[src/rtl/ttlq_pkg.sv]
// Shared types and constants for the TTL aging eviction queue.
// Used by ttlq_cfg, ttlq_ctrl, ttlq_dpath and the top level; no dependencies.
`timescale 1ns / 1ps

package ttlq_pkg;

    // Sizes of the queue and of the entry flag tables
    localparam int QUEUE_DEPTH = 64;
    localparam int ENTRY_COUNT = 64;
    localparam int QA_W        = $clog2(QUEUE_DEPTH);
    localparam int CNT_W       = $clog2(QUEUE_DEPTH + 1);
    localparam int ENT_W       = $clog2(ENTRY_COUNT);

    // Field widths
    localparam int OP_W   = 3;
    localparam int ID_W   = 6;
    localparam int KIND_W = 2;
    localparam int EXP_W  = 32;
    localparam int CFG_W  = 16;
    localparam int POP_W  = 2;

    // Configuration reset values
    localparam logic [CFG_W-1:0] INIT_MIN_FRAMES   = 16'd50;
    localparam logic [CFG_W-1:0] INIT_MAX_FRAMES   = 16'd600;
    localparam logic [CFG_W-1:0] INIT_USAGE_GROWTH = 16'd10;

    // Tick walk divisors
    localparam int NORMAL_DIV   = 20;
    localparam int RESIDENT_DIV = 300;

    // Configuration register indexes
    typedef enum logic [1:0] {
        REG_KEEP_RESIDENT = 2'd0,
        REG_MIN_FRAMES    = 2'd1,
        REG_MAX_FRAMES    = 2'd2,
        REG_USAGE_GROWTH  = 2'd3
    } t_reg;

    // Operation codes; the two spare codes act as no-ops
    typedef enum logic [OP_W-1:0] {
        OP_LOAD    = 3'd0,
        OP_USED    = 3'd1,
        OP_SET_ACT = 3'd2,
        OP_CLR_ACT = 3'd3,
        OP_DESTROY = 3'd4,
        OP_TICK    = 3'd5
    } t_op;

    // Result kinds
    typedef enum logic [KIND_W-1:0] {
        KIND_DONE   = 2'd0,
        KIND_UNLOAD = 2'd1,
        KIND_FULL   = 2'd2
    } t_kind;

    // Configuration register contents
    typedef struct packed {
        logic             keep_resident;
        logic [CFG_W-1:0] min_frames;
        logic [CFG_W-1:0] max_frames;
        logic [CFG_W-1:0] usage_growth;
    } t_cfg;

    // Controller to datapath commands
    typedef struct packed {
        logic latch;
        logic disp;
        logic evt;
        logic rd;
        logic eval;
        logic wb;
        logic fin;
    } t_cmd;

    // Datapath to controller status
    typedef struct packed {
        logic is_tick;
        logic q_empty;
        logic pops_zero;
        logic wb_emit;
        logic out_free;
    } t_sts;

endpackage

[src/rtl/ttlq_cfg.sv]
// APB-style configuration registers of the TTL aging eviction queue.
// Depends on ttlq_pkg for the register indexes and the t_cfg struct.
`timescale 1ns / 1ps

module ttlq_cfg (
    input  logic                i_clk,
    input  logic                i_rst_n,
    input  logic                psel,
    input  logic                penable,
    input  logic                pwrite,
    input  logic [3:0]          paddr,
    input  logic [31:0]         pwdata,
    output logic [31:0]         prdata,
    output logic                pready,
    output ttlq_pkg::t_cfg      o_cfg
);

    ttlq_pkg::t_cfg r_cfg;
    logic           wr_en;
    logic [1:0]     reg_idx;

    assign pready  = 1'b1;
    assign reg_idx = paddr[3:2];
    assign wr_en   = psel && penable && pwrite;
    assign o_cfg   = r_cfg;

    // Write a register at the access cycle
    always_ff @(posedge i_clk) begin
        if (!i_rst_n) begin
            r_cfg.keep_resident <= 1'b0;
            r_cfg.min_frames    <= ttlq_pkg::INIT_MIN_FRAMES;
            r_cfg.max_frames    <= ttlq_pkg::INIT_MAX_FRAMES;
            r_cfg.usage_growth  <= ttlq_pkg::INIT_USAGE_GROWTH;
        end else if (wr_en) begin
            unique case (reg_idx)
                ttlq_pkg::REG_KEEP_RESIDENT: r_cfg.keep_resident <= pwdata[0];
                ttlq_pkg::REG_MIN_FRAMES:    r_cfg.min_frames    <= pwdata[15:0];
                ttlq_pkg::REG_MAX_FRAMES:    r_cfg.max_frames    <= pwdata[15:0];
                ttlq_pkg::REG_USAGE_GROWTH:  r_cfg.usage_growth  <= pwdata[15:0];
                default: ;
            endcase
        end
    end

    // Read back the addressed register
    always_comb begin
        unique case (reg_idx)
            ttlq_pkg::REG_KEEP_RESIDENT: prdata = {31'd0, r_cfg.keep_resident};
            ttlq_pkg::REG_MIN_FRAMES:    prdata = {16'd0, r_cfg.min_frames};
            ttlq_pkg::REG_MAX_FRAMES:    prdata = {16'd0, r_cfg.max_frames};
            ttlq_pkg::REG_USAGE_GROWTH:  prdata = {16'd0, r_cfg.usage_growth};
            default:                     prdata = 32'd0;
        endcase
    end

endmodule

[src/rtl/ttlq_ctrl.sv]
// Sequencing state machine of the TTL aging eviction queue.
// Depends on ttlq_pkg for the command and status structs.
`timescale 1ns / 1ps

module ttlq_ctrl (
    input  logic            i_clk,
    input  logic            i_rst_n,
    input  logic            i_in_valid,
    input  ttlq_pkg::t_sts  i_sts,
    output logic            o_in_stall,
    output ttlq_pkg::t_cmd  o_cmd
);

    typedef enum logic [6:0] {
        ST_IDLE = 7'b0000001,
        ST_DISP = 7'b0000010,
        ST_EVT  = 7'b0000100,
        ST_RD   = 7'b0001000,
        ST_EVAL = 7'b0010000,
        ST_WB   = 7'b0100000,
        ST_FIN  = 7'b1000000
    } t_state;

    t_state r_state;
    t_state n_state;
    logic   wb_go;

    assign o_in_stall = (r_state != ST_IDLE);
    // A writeback that unloads needs a free output slot
    assign wb_go      = !i_sts.wb_emit || i_sts.out_free;

    // Decode commands from the state
    always_comb begin
        o_cmd       = '0;
        o_cmd.latch = (r_state == ST_IDLE) && i_in_valid;
        o_cmd.disp  = (r_state == ST_DISP);
        o_cmd.evt   = (r_state == ST_EVT);
        o_cmd.rd    = (r_state == ST_RD);
        o_cmd.eval  = (r_state == ST_EVAL);
        o_cmd.wb    = (r_state == ST_WB) && wb_go;
        o_cmd.fin   = (r_state == ST_FIN) && i_sts.out_free;
    end

    // Advance through event or tick sequence
    always_comb begin
        n_state = r_state;
        unique case (r_state)
            ST_IDLE: begin
                if (i_in_valid) n_state = ST_DISP;
            end
            ST_DISP: begin
                if (!i_sts.is_tick)     n_state = ST_EVT;
                else if (i_sts.q_empty) n_state = ST_FIN;
                else                    n_state = ST_RD;
            end
            ST_EVT:  n_state = ST_FIN;
            ST_RD:   n_state = ST_EVAL;
            ST_EVAL: n_state = ST_WB;
            ST_WB: begin
                if (wb_go) n_state = i_sts.pops_zero ? ST_FIN : ST_RD;
            end
            ST_FIN: begin
                if (i_sts.out_free) n_state = ST_IDLE;
            end
            default: n_state = ST_IDLE;
        endcase
    end

    always_ff @(posedge i_clk) begin
        if (!i_rst_n) begin
            r_state <= ST_IDLE;
        end else begin
            r_state <= n_state;
        end
    end

endmodule

[src/rtl/ttlq_dpath.sv]
// Datapath of the TTL aging eviction queue: queue memory, pointers, entry
// flags, frame counter, expiry arithmetic and the result register.
// Depends on ttlq_pkg for sizes, codes and the command/status structs.
`timescale 1ns / 1ps

module ttlq_dpath (
    input  logic                          i_clk,
    input  logic                          i_rst_n,
    input  ttlq_pkg::t_cmd                i_cmd,
    input  ttlq_pkg::t_cfg                i_cfg,
    input  logic [ttlq_pkg::OP_W-1:0]     i_operation,
    input  logic [ttlq_pkg::ID_W-1:0]     i_entry_id,
    input  logic                          i_out_stall,
    output ttlq_pkg::t_sts                o_sts,
    output logic                          o_out_valid,
    output logic [ttlq_pkg::KIND_W-1:0]   o_kind,
    output logic [ttlq_pkg::ID_W-1:0]     o_entry_id_res,
    output logic                          o_last
);

    localparam int QA_W  = ttlq_pkg::QA_W;
    localparam int CNT_W = ttlq_pkg::CNT_W;
    localparam int ENT_W = ttlq_pkg::ENT_W;
    localparam int ID_W  = ttlq_pkg::ID_W;
    localparam int EXP_W = ttlq_pkg::EXP_W;
    localparam int POP_W = ttlq_pkg::POP_W;
    localparam int MEM_W = ID_W + EXP_W;
    localparam int NE    = ttlq_pkg::ENTRY_COUNT;
    localparam int QD    = ttlq_pkg::QUEUE_DEPTH;

    typedef enum logic [1:0] {
        FATE_DROP  = 2'd0,
        FATE_ACT   = 2'd1,
        FATE_USED  = 2'd2,
        FATE_PLAIN = 2'd3
    } t_fate;

    // Latched input word and its pending result
    logic [ttlq_pkg::OP_W-1:0]   r_op;
    logic [ID_W-1:0]             r_id;
    logic [ttlq_pkg::KIND_W-1:0] r_res_kind;
    logic [ID_W-1:0]             r_res_id;

    // Queue state
    logic [MEM_W-1:0] r_mem [QD];
    logic [MEM_W-1:0] r_rd_data;
    logic [QA_W-1:0]  r_head;
    logic [CNT_W-1:0] r_count;
    logic [POP_W-1:0] r_pops;
    logic [EXP_W-1:0] r_frame;
    logic [NE-1:0]    r_alive;
    logic [NE-1:0]    r_active;
    logic [NE-1:0]    r_used;

    // Evaluation results of the popped entry
    t_fate            r_fate;
    logic [EXP_W-1:0] r_sum;
    logic [EXP_W-1:0] r_cap;
    logic             r_expired;

    // Output register
    logic                        r_out_valid;
    logic [ttlq_pkg::KIND_W-1:0] r_out_kind;
    logic [ID_W-1:0]             r_out_id;
    logic                        r_out_last;

    logic                 is_tick;
    logic                 cmd_ok;
    logic [ENT_W-1:0]     cmd_idx;
    logic                 q_full;
    logic [QA_W:0]        tail_sum;
    logic [QA_W-1:0]      tail;
    logic [QA_W-1:0]      head_inc;
    logic [ID_W-1:0]      rd_id;
    logic [EXP_W-1:0]     rd_exp;
    logic [ENT_W-1:0]     rd_idx;
    logic                 rd_live;
    logic [EXP_W-1:0]     min_ext;
    logic [EXP_W-1:0]     max_ext;
    logic [EXP_W-1:0]     grow_ext;
    logic [EXP_W-1:0]     frame_min;
    logic [EXP_W-1:0]     new_exp;
    logic                 wb_emit;
    logic                 evt_push;
    logic                 wb_push;
    logic                 push;
    logic [MEM_W-1:0]     wr_data;
    logic [POP_W-1:0]     pop_n;
    logic [31:0]          div;
    logic                 out_free;

    assign is_tick  = (r_op == ttlq_pkg::OP_TICK);
    assign cmd_ok   = (32'(r_id) < 32'(NE));
    assign cmd_idx  = ENT_W'(r_id);
    assign q_full   = (r_count >= CNT_W'(QD));
    assign min_ext  = EXP_W'(i_cfg.min_frames);
    assign max_ext  = EXP_W'(i_cfg.max_frames);
    assign grow_ext = EXP_W'(i_cfg.usage_growth);
    assign frame_min = r_frame + min_ext;

    // Tail slot and head advance, wrapped at the queue depth
    assign tail_sum = (QA_W + 1)'(r_head) + (QA_W + 1)'(r_count);
    assign tail     = (tail_sum >= (QA_W + 1)'(QD)) ? QA_W'(tail_sum - (QA_W + 1)'(QD))
                                                     : QA_W'(tail_sum);
    assign head_inc = (r_head == QA_W'(QD - 1)) ? '0 : r_head + 1'b1;

    // Pop count: max(count/div, 1), limited to three and to the entries present
    assign div = i_cfg.keep_resident ? 32'(ttlq_pkg::RESIDENT_DIV)
                                     : 32'(ttlq_pkg::NORMAL_DIV);
    always_comb begin
        if (32'(r_count) >= 3 * div)      pop_n = 2'd3;
        else if (32'(r_count) >= 2 * div) pop_n = 2'd2;
        else                              pop_n = 2'd1;
        if (32'(r_count) < 32'(pop_n)) pop_n = POP_W'(r_count);
    end

    // Popped entry fields
    assign rd_id   = r_rd_data[MEM_W-1:EXP_W];
    assign rd_exp  = r_rd_data[EXP_W-1:0];
    assign rd_idx  = ENT_W'(rd_id);
    assign rd_live = (32'(rd_id) < 32'(NE)) && r_alive[rd_idx];

    // Pick the refreshed expiry
    always_comb begin
        case (r_fate)
            FATE_ACT:  new_exp = (rd_exp < r_sum) ? r_sum : rd_exp;
            FATE_USED: new_exp = (r_sum < r_cap) ? r_sum : r_cap;
            default:   new_exp = rd_exp;
        endcase
    end

    assign wb_emit  = !i_cfg.keep_resident && (r_fate == FATE_PLAIN) && r_expired;
    assign evt_push = i_cmd.evt && (r_op == ttlq_pkg::OP_LOAD) && cmd_ok && !q_full;
    assign wb_push  = i_cmd.wb && (r_fate != FATE_DROP) && !wb_emit;
    assign push     = evt_push || wb_push;
    assign wr_data  = i_cmd.evt ? {r_id, frame_min} : {rd_id, new_exp};
    assign out_free = !r_out_valid || !i_out_stall;

    assign o_sts.is_tick   = is_tick;
    assign o_sts.q_empty   = (r_count == '0);
    assign o_sts.pops_zero = (r_pops == '0);
    assign o_sts.wb_emit   = wb_emit;
    assign o_sts.out_free  = out_free;

    // Latch the input word
    always_ff @(posedge i_clk) begin
        if (i_cmd.latch) begin
            r_op <= i_operation;
            r_id <= i_entry_id;
        end
    end

    // Track the result of an event
    always_ff @(posedge i_clk) begin
        if (i_cmd.latch) begin
            r_res_kind <= ttlq_pkg::KIND_DONE;
            r_res_id   <= '0;
        end else if (i_cmd.evt && (r_op == ttlq_pkg::OP_LOAD) && cmd_ok && q_full) begin
            r_res_kind <= ttlq_pkg::KIND_FULL;
            r_res_id   <= r_id;
        end
    end

    // Queue memory: write at the tail, read the head
    always_ff @(posedge i_clk) begin
        if (push) r_mem[tail] <= wr_data;
    end

    always_ff @(posedge i_clk) begin
        if (i_cmd.rd) r_rd_data <= r_mem[r_head];
    end

    // Head, count, pops left and frame counter
    always_ff @(posedge i_clk) begin
        if (!i_rst_n) begin
            r_head  <= '0;
            r_count <= '0;
            r_pops  <= '0;
            r_frame <= '0;
        end else begin
            if (i_cmd.disp && is_tick) r_pops <= pop_n;
            if (i_cmd.rd) begin
                r_head  <= head_inc;
                r_count <= r_count - 1'b1;
                r_pops  <= r_pops - 1'b1;
            end else if (push) begin
                r_count <= r_count + 1'b1;
            end
            if (i_cmd.fin && is_tick && !i_cfg.keep_resident) r_frame <= r_frame + 1'b1;
        end
    end

    // Entry flags: set and cleared by events, used cleared when a tick refreshes it
    always_ff @(posedge i_clk) begin
        if (!i_rst_n) begin
            r_alive  <= '0;
            r_active <= '0;
            r_used   <= '0;
        end else if (i_cmd.evt && cmd_ok) begin
            case (r_op)
                ttlq_pkg::OP_LOAD:    r_alive[cmd_idx]  <= 1'b1;
                ttlq_pkg::OP_USED:    r_used[cmd_idx]   <= 1'b1;
                ttlq_pkg::OP_SET_ACT: r_active[cmd_idx] <= 1'b1;
                ttlq_pkg::OP_CLR_ACT: r_active[cmd_idx] <= 1'b0;
                ttlq_pkg::OP_DESTROY: begin
                    r_alive[cmd_idx]  <= 1'b0;
                    r_active[cmd_idx] <= 1'b0;
                    r_used[cmd_idx]   <= 1'b0;
                end
                default: ;
            endcase
        end else if (i_cmd.eval && !i_cfg.keep_resident && rd_live
                     && !r_active[rd_idx] && r_used[rd_idx]) begin
            r_used[rd_idx] <= 1'b0;
        end
    end

    // Classify the popped entry and form its candidate expiries
    always_ff @(posedge i_clk) begin
        if (i_cmd.eval) begin
            r_expired <= (rd_exp < r_frame);
            r_cap     <= r_frame + max_ext;
            if (!rd_live) begin
                r_fate <= FATE_DROP;
                r_sum  <= rd_exp;
            end else if (i_cfg.keep_resident) begin
                r_fate <= FATE_PLAIN;
                r_sum  <= rd_exp;
            end else if (r_active[rd_idx]) begin
                r_fate <= FATE_ACT;
                r_sum  <= frame_min;
            end else if (r_used[rd_idx]) begin
                r_fate <= FATE_USED;
                r_sum  <= rd_exp + grow_ext;
            end else begin
                r_fate <= FATE_PLAIN;
                r_sum  <= rd_exp;
            end
        end
    end

    // Output register: load an unload or a final word, drop it when taken
    always_ff @(posedge i_clk) begin
        if (!i_rst_n) begin
            r_out_valid <= 1'b0;
        end else if (i_cmd.fin || (i_cmd.wb && wb_emit)) begin
            r_out_valid <= 1'b1;
        end else if (!i_out_stall) begin
            r_out_valid <= 1'b0;
        end
    end

    always_ff @(posedge i_clk) begin
        if (i_cmd.fin) begin
            r_out_kind <= r_res_kind;
            r_out_id   <= r_res_id;
            r_out_last <= 1'b1;
        end else if (i_cmd.wb && wb_emit) begin
            r_out_kind <= ttlq_pkg::KIND_UNLOAD;
            r_out_id   <= rd_id;
            r_out_last <= 1'b0;
        end
    end

    assign o_out_valid    = r_out_valid;
    assign o_kind         = r_out_kind;
    assign o_entry_id_res = r_out_id;
    assign o_last         = r_out_last;

endmodule

[src/rtl/ttl_aging_eviction_queue.sv]
// Top level of the TTL aging eviction queue.
// Instantiates ttlq_cfg, ttlq_ctrl and ttlq_dpath; types from ttlq_pkg.
//
//   channel   handshake                 payload
//   input     i_in_valid / o_in_stall   i_operation, i_entry_id
//   result    o_out_valid / i_out_stall o_kind, o_entry_id_res, o_last
//   config    psel penable pwrite pready paddr, pwdata, prdata
//
// An event steps through dispatch, event and final states; its result word is loaded in
// the final state. A tick goes through dispatch, a memory read, evaluate and writeback
// per popped entry (at most 3) and the final state, where its final word is loaded.
// Each writeback requeues, unloads or drops the entry. Words are taken only when idle.
// Reset is synchronous and clears pointers, flags and the frame counter.
// A stalled result holds the sequencer only when a new word must be loaded.
`timescale 1ns / 1ps

module ttl_aging_eviction_queue (
    input  logic                          i_clk,
    input  logic                          i_rst_n,
    input  logic                          i_in_valid,
    output logic                          o_in_stall,
    input  logic [ttlq_pkg::OP_W-1:0]     i_operation,
    input  logic [ttlq_pkg::ID_W-1:0]     i_entry_id,
    output logic                          o_out_valid,
    input  logic                          i_out_stall,
    output logic [ttlq_pkg::KIND_W-1:0]   o_kind,
    output logic [ttlq_pkg::ID_W-1:0]     o_entry_id_res,
    output logic                          o_last,
    input  logic                          psel,
    input  logic                          penable,
    input  logic                          pwrite,
    input  logic [3:0]                    paddr,
    input  logic [31:0]                   pwdata,
    output logic [31:0]                   prdata,
    output logic                          pready
);

    ttlq_pkg::t_cfg cfg;
    ttlq_pkg::t_cmd cmd;
    ttlq_pkg::t_sts sts;

    ttlq_cfg u_cfg (
        .i_clk   (i_clk),
        .i_rst_n (i_rst_n),
        .psel    (psel),
        .penable (penable),
        .pwrite  (pwrite),
        .paddr   (paddr),
        .pwdata  (pwdata),
        .prdata  (prdata),
        .pready  (pready),
        .o_cfg   (cfg)
    );

    ttlq_ctrl u_ctrl (
        .i_clk      (i_clk),
        .i_rst_n    (i_rst_n),
        .i_in_valid (i_in_valid),
        .i_sts      (sts),
        .o_in_stall (o_in_stall),
        .o_cmd      (cmd)
    );

    ttlq_dpath u_dpath (
        .i_clk          (i_clk),
        .i_rst_n        (i_rst_n),
        .i_cmd          (cmd),
        .i_cfg          (cfg),
        .i_operation    (i_operation),
        .i_entry_id     (i_entry_id),
        .i_out_stall    (i_out_stall),
        .o_sts          (sts),
        .o_out_valid    (o_out_valid),
        .o_kind         (o_kind),
        .o_entry_id_res (o_entry_id_res),
        .o_last         (o_last)
    );

endmodule

[config.mk]
export PLATFORM = sky130hd
export DESIGN_NAME = ttl_aging_eviction_queue
export DESIGN_NICKNAME = d
export VERILOG_FILES = /design/src/rtl/ttlq_pkg.sv /design/src/rtl/ttlq_cfg.sv /design/src/rtl/ttlq_ctrl.sv /design/src/rtl/ttlq_dpath.sv /design/src/rtl/ttl_aging_eviction_queue.sv
export SDC_FILE = /design/constraint.sdc
export NUM_CORES = 2
export LEC_CHECK = 0
export BUFFER_PORTS_ARGS = -buffer_cell sky130_fd_sc_hd__buf_2
export CORE_MARGIN = 8
export CORE_UTILIZATION = 45
export CTS_CLUSTER_SIZE = 16
export DETAILED_ROUTE_END_ITERATION = 12
export PLACE_DENSITY = 0.61
export SYNTH_ARGS = -nofsm -noshare
export SYNTH_HDL_FRONTEND = slang
export SYNTH_HIERARCHICAL = 1
export SYNTH_SLANG_ARGS = --single-unit
[constraint.sdc]
create_clock -name i_clk -period 17.6 [get_ports i_clk]
set_input_delay 4.4 -clock i_clk [delete_from_list [all_inputs] [get_ports i_clk]]
set_output_delay 4.4 -clock i_clk [all_outputs]
set_load 0.02 [all_outputs]
After elaboration in Yosys (flattened, before gate mapping)
Memory sizes are Yosys's and may differ from the RTL's. A register that Yosys moved wholly into a read port is not among the register bits.
Cells that the tools add are included.
Widths: inputs -> output; s select.
{ "word_totals": {"regBits": 388, "out_inout_bits": 44, "wordCells": 187, "n_memories": 1, "input_bits": 52, "ramBits": 2432} }
{ "memory_table": {"columns": ["memory", "depth", "word_bits", "read_ports", "rd_ports_with_merged_regs", "wr", "line_no", "source"], "rows": [
  ["u_dpath.r_mem", 64, 38, 1, 1, 1, "ttlq_dpath.sv:45", "logic [MEM_W-1:0] r_mem [QD];"]
]} }
{ "op_classes": {"add_sub_neg": 10, "n_mux": 52, "magnitude_cmp": 12, "n_reduce_logical": 52, "eq_ne": 25, "multipliers": 1, "bitwise_logic": 9} }
{ "op_table": {"columns": ["operator", "count"], "rows": [
  ["$pmux 64 s2", 3],
  ["$and 64x64->64", 4],
  ["$mux 32", 6],
  ["$or 64x64->64", 3],
  ["$mux 64", 2],
  ["$not 64->64", 2],
  ["$pmux 32 s4", 1],
  ["$add 32x16->32", 3],
  ["$lt 32x32->1", 3],
  ["$ge 7x32->1", 2],
  ["$pmux 32 s2", 1],
  ["$mux 7", 8],
  ["$pmux 7 s7", 1],
  ["$mux 38", 1],
  ["$add 32x1->32 const B", 1],
  ["$mul 2x32->32 const A", 1],
  ["$mux 6", 4],
  ["$logic_and 1x1->1", 22],
  ["$bmux 1 s6", 3],
  ["$mux 2", 9],
  ["$ge 7x7->1 const B", 2],
  ["$lt 6x7->1 const B", 2],
  ["$reduce_and 2->1", 7],
  ["$reduce_bool 2->1", 7],
  ["35 further kinds", 63]
]} }

Longest topological paths before layout
{ "logic_depth": {"depth_word": 11, "depth_mapped": 14, "depth_no_buf": 13} }

By module
The synthesis kept the hierarchy.
{ "modules_own_cells": {"columns": ["mod", "seq_area_each_um2", "area_each_um2", "cells_per_inst", "n_inst"], "rows": [
  ["ttlq_dpath", 81658.3, 116201.4, 6385, 1],
  ["ttlq_cfg", 980.9, 2416.1, 248, 1],
  ["ttlq_ctrl", 140.1, 559.3, 69, 1]
]} }

Worst setup path after synthesis
Ideal clock, no wire load.
{ "synth_timing": {"kind": "input-to-output", "from": "input port paddr[2]", "to": "output port prdata[12]", "required_time_ns": 13.200, "n_path_buf": 2, "slack_ns": 7.896, "t_arrival_ns": 5.304, "stages": 4, "path_cell_list": "buf_6 -> buf_2 -> mux2_2 -> a22o_1"} }
{ "synth_via": {"elab_chain_len": 2, "elab_cells_between_ends": 5, "cone_classes": "eq/ne (3); mux (1); reduce/logical (1)"} }
{ "synth_lines": {"columns": ["element", "line_no", "source"], "rows": [
  ["from (decl)", "ttl_aging_eviction_queue.sv:32", "input logic [3:0] paddr,"],
  ["$eq 2x2->1 (tied with other cells)", "ttlq_cfg.sv:47", "unique case (reg_idx)"],
  ["$pmux 32 s4 *", "ttlq_cfg.sv:47", null],
  ["to (decl)", "ttl_aging_eviction_queue.sv:34", "output logic [31:0] prdata,"]
]} }
Mark *: on every way between the ends. The rest lies on a longest branch, timed or not. The select of a mux whose other input is x is not followed.

Worst setup path after layout
{ "layout_timing": {"from": "input port paddr[2]", "to": "output port prdata[5]"} }
The elaborated chain is that of the path after synthesis.

==> metrics.yaml <==
post_drt_wl_per_cell_microns: 28.3
grt_pass1_vias: 64500
cp_slowest_cell: "nor2b_4"
synth_async_sr_flop_share_pct: 0
cpMostUsedCell: "buf_2"
fillCellCount: 21400
power.density_cell_area_nw_per_um2: 103
numCtsBuffers: 310
p_comb_share_pct: 1.4
ctsHoldBuffers: 0
core_sq_um: 264000
layout_commonest_cell: "edfxtp_1"
grt.overflow.total: 0
swShare_pct: 19.9
worst-setup-path-type: "input pin to output pin"
cts_root_buffer: "clkbuf_16"
drtIter0Drc: 6933
hold_path.class: "flip-flop to flip-flop"
final_nets: 7063
start_util_pct: 45.1
antenna_found_initial: 20
crit_chain: "buf_2 -> nor2b_4 -> a22o_1 -> buf_2"
fmax_ghz: 0.0980
rsz0062_at_grt: "false"
drc: 0
final_cell_mix: "edfxtp_1 (2,554), mux4_2 (809), nor2_1 (362)"
rows: 189
yosysTopAreaCellShare_pct: 64.4
synth_seq_area_share_pct: 69.5
avgSynthCellArea_sq_um: 17.8
total_power_w: 0.0138
syn_area_sq_um: 119000
critPathTopFamily: "buffers and inverters"
drt_pass1_iterations: 6
timing.critical_path.buf_inv: 2
switchingPower_w: 0.00274
place_congestion: 0.916
cp-end-kind: "output pin"
synth_edf_count: 2554
irDropWorstVdd_v: 0.0000935
regArea_sq_um: 82800
wl_microns: 300000
layout-drive-gt1-share_pct: 23.1
path_clk_slew_ps: 60
fin_crit_ps: 10200
outcome: "completed"
clockPowerShare_pct: 45.4
required_ps: 13200
ys_top_cells_by_area: "edfxtp_1 (64%), mux4_2 (15%), dfxtp_1 (5.1%)"
drv_slew: 0
drt.antenna.violating_nets: 0
setup_viol: 0
r2r_slack_ps: 11090
ys_types: 98
clock_latency_ps: 940
clock-sinks: 2858
syn_inst: 6702
multi_input_area_sq_um: 34800
vias_per_cell: 6.11
worstPathArrival_ps: 5800
drv_cap: 0
synth_flop_cell: "edfxtp_1"
dp_hpwl_microns: 169000
p_int_w: 0.0111
cts.repair.resized: 0
cts_tree: "yes"
cts_buffer_depth: 4
io_pins: 96
area_growth_pct: 12.3
grt_max_degree: 112
yosysWarnings: 6
cp_max_fo: 24
grt_usage_pct: 20.9
cp-start-kind: "input pin"
leakagePower_nw: 41.6
grt_first_pass_wirelength_microns: 440000
slew_headroom_pct: 8.11
io_buffer_count: 60
htreeDepth: 5
seqPwrFrac_pct: 53.2
hold_viol: 0
die_area_sq_um: 282000
max_stage_delay_ps: 540
worst_pin_slew_ps: 1380
fin_crit_sh_pct: 58.0
skew_ps: 95.3
die_h_microns: 531
tns_ps: 0
via_count: 64800
dieWidth_microns: 531
synth-seq-cells: 2858
post_cts_buffers: 0
yosysTopAreaCell: "edfxtp_1"
## worst reg2reg max path: cells and delay by family, from the launching register on
kind	cells	cell delay, ps
buf+inv	4	1780
flops	1	370
compound gates	1	480
simple gates	7	3480
## per-layer routing
metal | vias up | share of wire (%) | track usage (%)
met2 | 2595 | 47 | 33.1
met4 | 0 | 2.4 | 5.23
li1 | 27500 | - | -
met5 | - | 0 | 0
met3 | 492 | 7.7 | 3.70
met1 | 34200 | 43 | 30.4
## power by group through the flow
| stage | Clock (W) | Combinational [W] | Sequential (W) |
|---|---|---|---|
| 2_1_floorplan | 0 | 0.000139 | 0.00748 |
| 3_3_place_gp | 0 | 0.000178 | 0.00749 |
| 3_5_place_dp | 0 | 0.000184 | 0.00750 |
| 4_1_cts | 0.00639 | 0.000185 | 0.00735 |
| 5_1_grt | 0.00665 | 0.000203 | 0.00735 |
| 6_report | 0.00627 | 0.000187 | 0.00735 |
## flip-flops by register name (all words and copies together) (netlist names), named ones only
name,cells
u_dpath/r_op,3
u_ctrl/r_state,7
u_dpath/o_entry_id_res,6
u_dpath/r_fate,2
u_cfg/o_cfg,49
u_dpath/o_last,1
u_dpath/r_count,7
u_dpath/r_head,6
u_dpath/r_sum,32
u_dpath/o_kind,2
u_dpath/r_mem,2432
u_dpath/r_res_kind,1
u_dpath/r_frame,32
u_dpath/o_out_valid,1
u_dpath/r_cap,32
u_dpath/r_rd_data,38
u_dpath/r_res_id,6
u_dpath/cmd_idx,6
u_dpath/r_expired,1
u_dpath/r_pops,2
## through the flow
step / utilization [%] / instances / setup slack [ps] / cell area (sq um) / hold slack, ps
after CTS: 50.6 / 10600 / 7370 / 134000 / 456
after floorplan: - / 6717 / 7900 / 119000 / 430
after global routing: 50.6 / 10600 / 7310 / 134000 / 469
after global placement: 46.9 / 10100 / 7420 / 124000 / 430
final: 50.6 / 10600 / 7400 / 134000 / 451
after detailed placement: 46.9 / 10100 / 7370 / 124000 / 447
## cell families after synthesis
group	after synthesis	synth area share [%]
compound gates	985	5.41
xor+xnor	113	0.830
fa+ha+maj	171	1.83
buf+inv	555	1.97
flops	2858	69.5
mux	916	16.2
other cells	2	0.00630
simple gates	1102	4.27
## final cells by class
cell class,count,share of cell area (%)
Antenna cell,7,0.0131
Clock buffer,389,6.22
Clock inverter,146,1.01
Inverter,146,0.417
Multi-Input combinational cell,3304,26.0
Sequential cell,2858,61.9
Tap cell,3533,3.30
Timing Repair Buffer,220,1.15
## path summary, 6_finish.rpt
kind | start | to | cells after the start
setup / recovery | paddr[2] | prdata[5] | 4
hold / removal | u_dpath/o_last | u_dpath/o_last | 2
setup reg to reg | u_ctrl/r_state[0] | u_dpath/r_mem[6][37] | 12
hold reg to reg | u_dpath/o_last | u_dpath/o_last | 2
## Yosys cell counts, drive strengths merged, types with 13 or more instances
library cell / count
edfxtp: 2554
mux4: 809
nor2: 430
nand2: 322
dfxtp: 304
o21ai: 282
clkbuf: 264
ha: 166
a21oi: 158
buf: 145
inv: 144
a31oi: 97
xnor2: 91
a211oi: 85
mux2i: 74
nand3: 62
nor3: 60
o211ai: 57
o22ai: 49
mux2: 33
a22o: 30
nor2b: 30
nand4: 26
o31a: 26
a21o: 25
and3: 25
xor2: 22
a221oi: 21
a32o: 21
nand3b: 21
nand2b: 18
nor4: 18
and2: 17
nor3b: 16
or3: 15
or3b: 14
a221o: 13
o21a: 13
(Power assumes the default switching activity.)
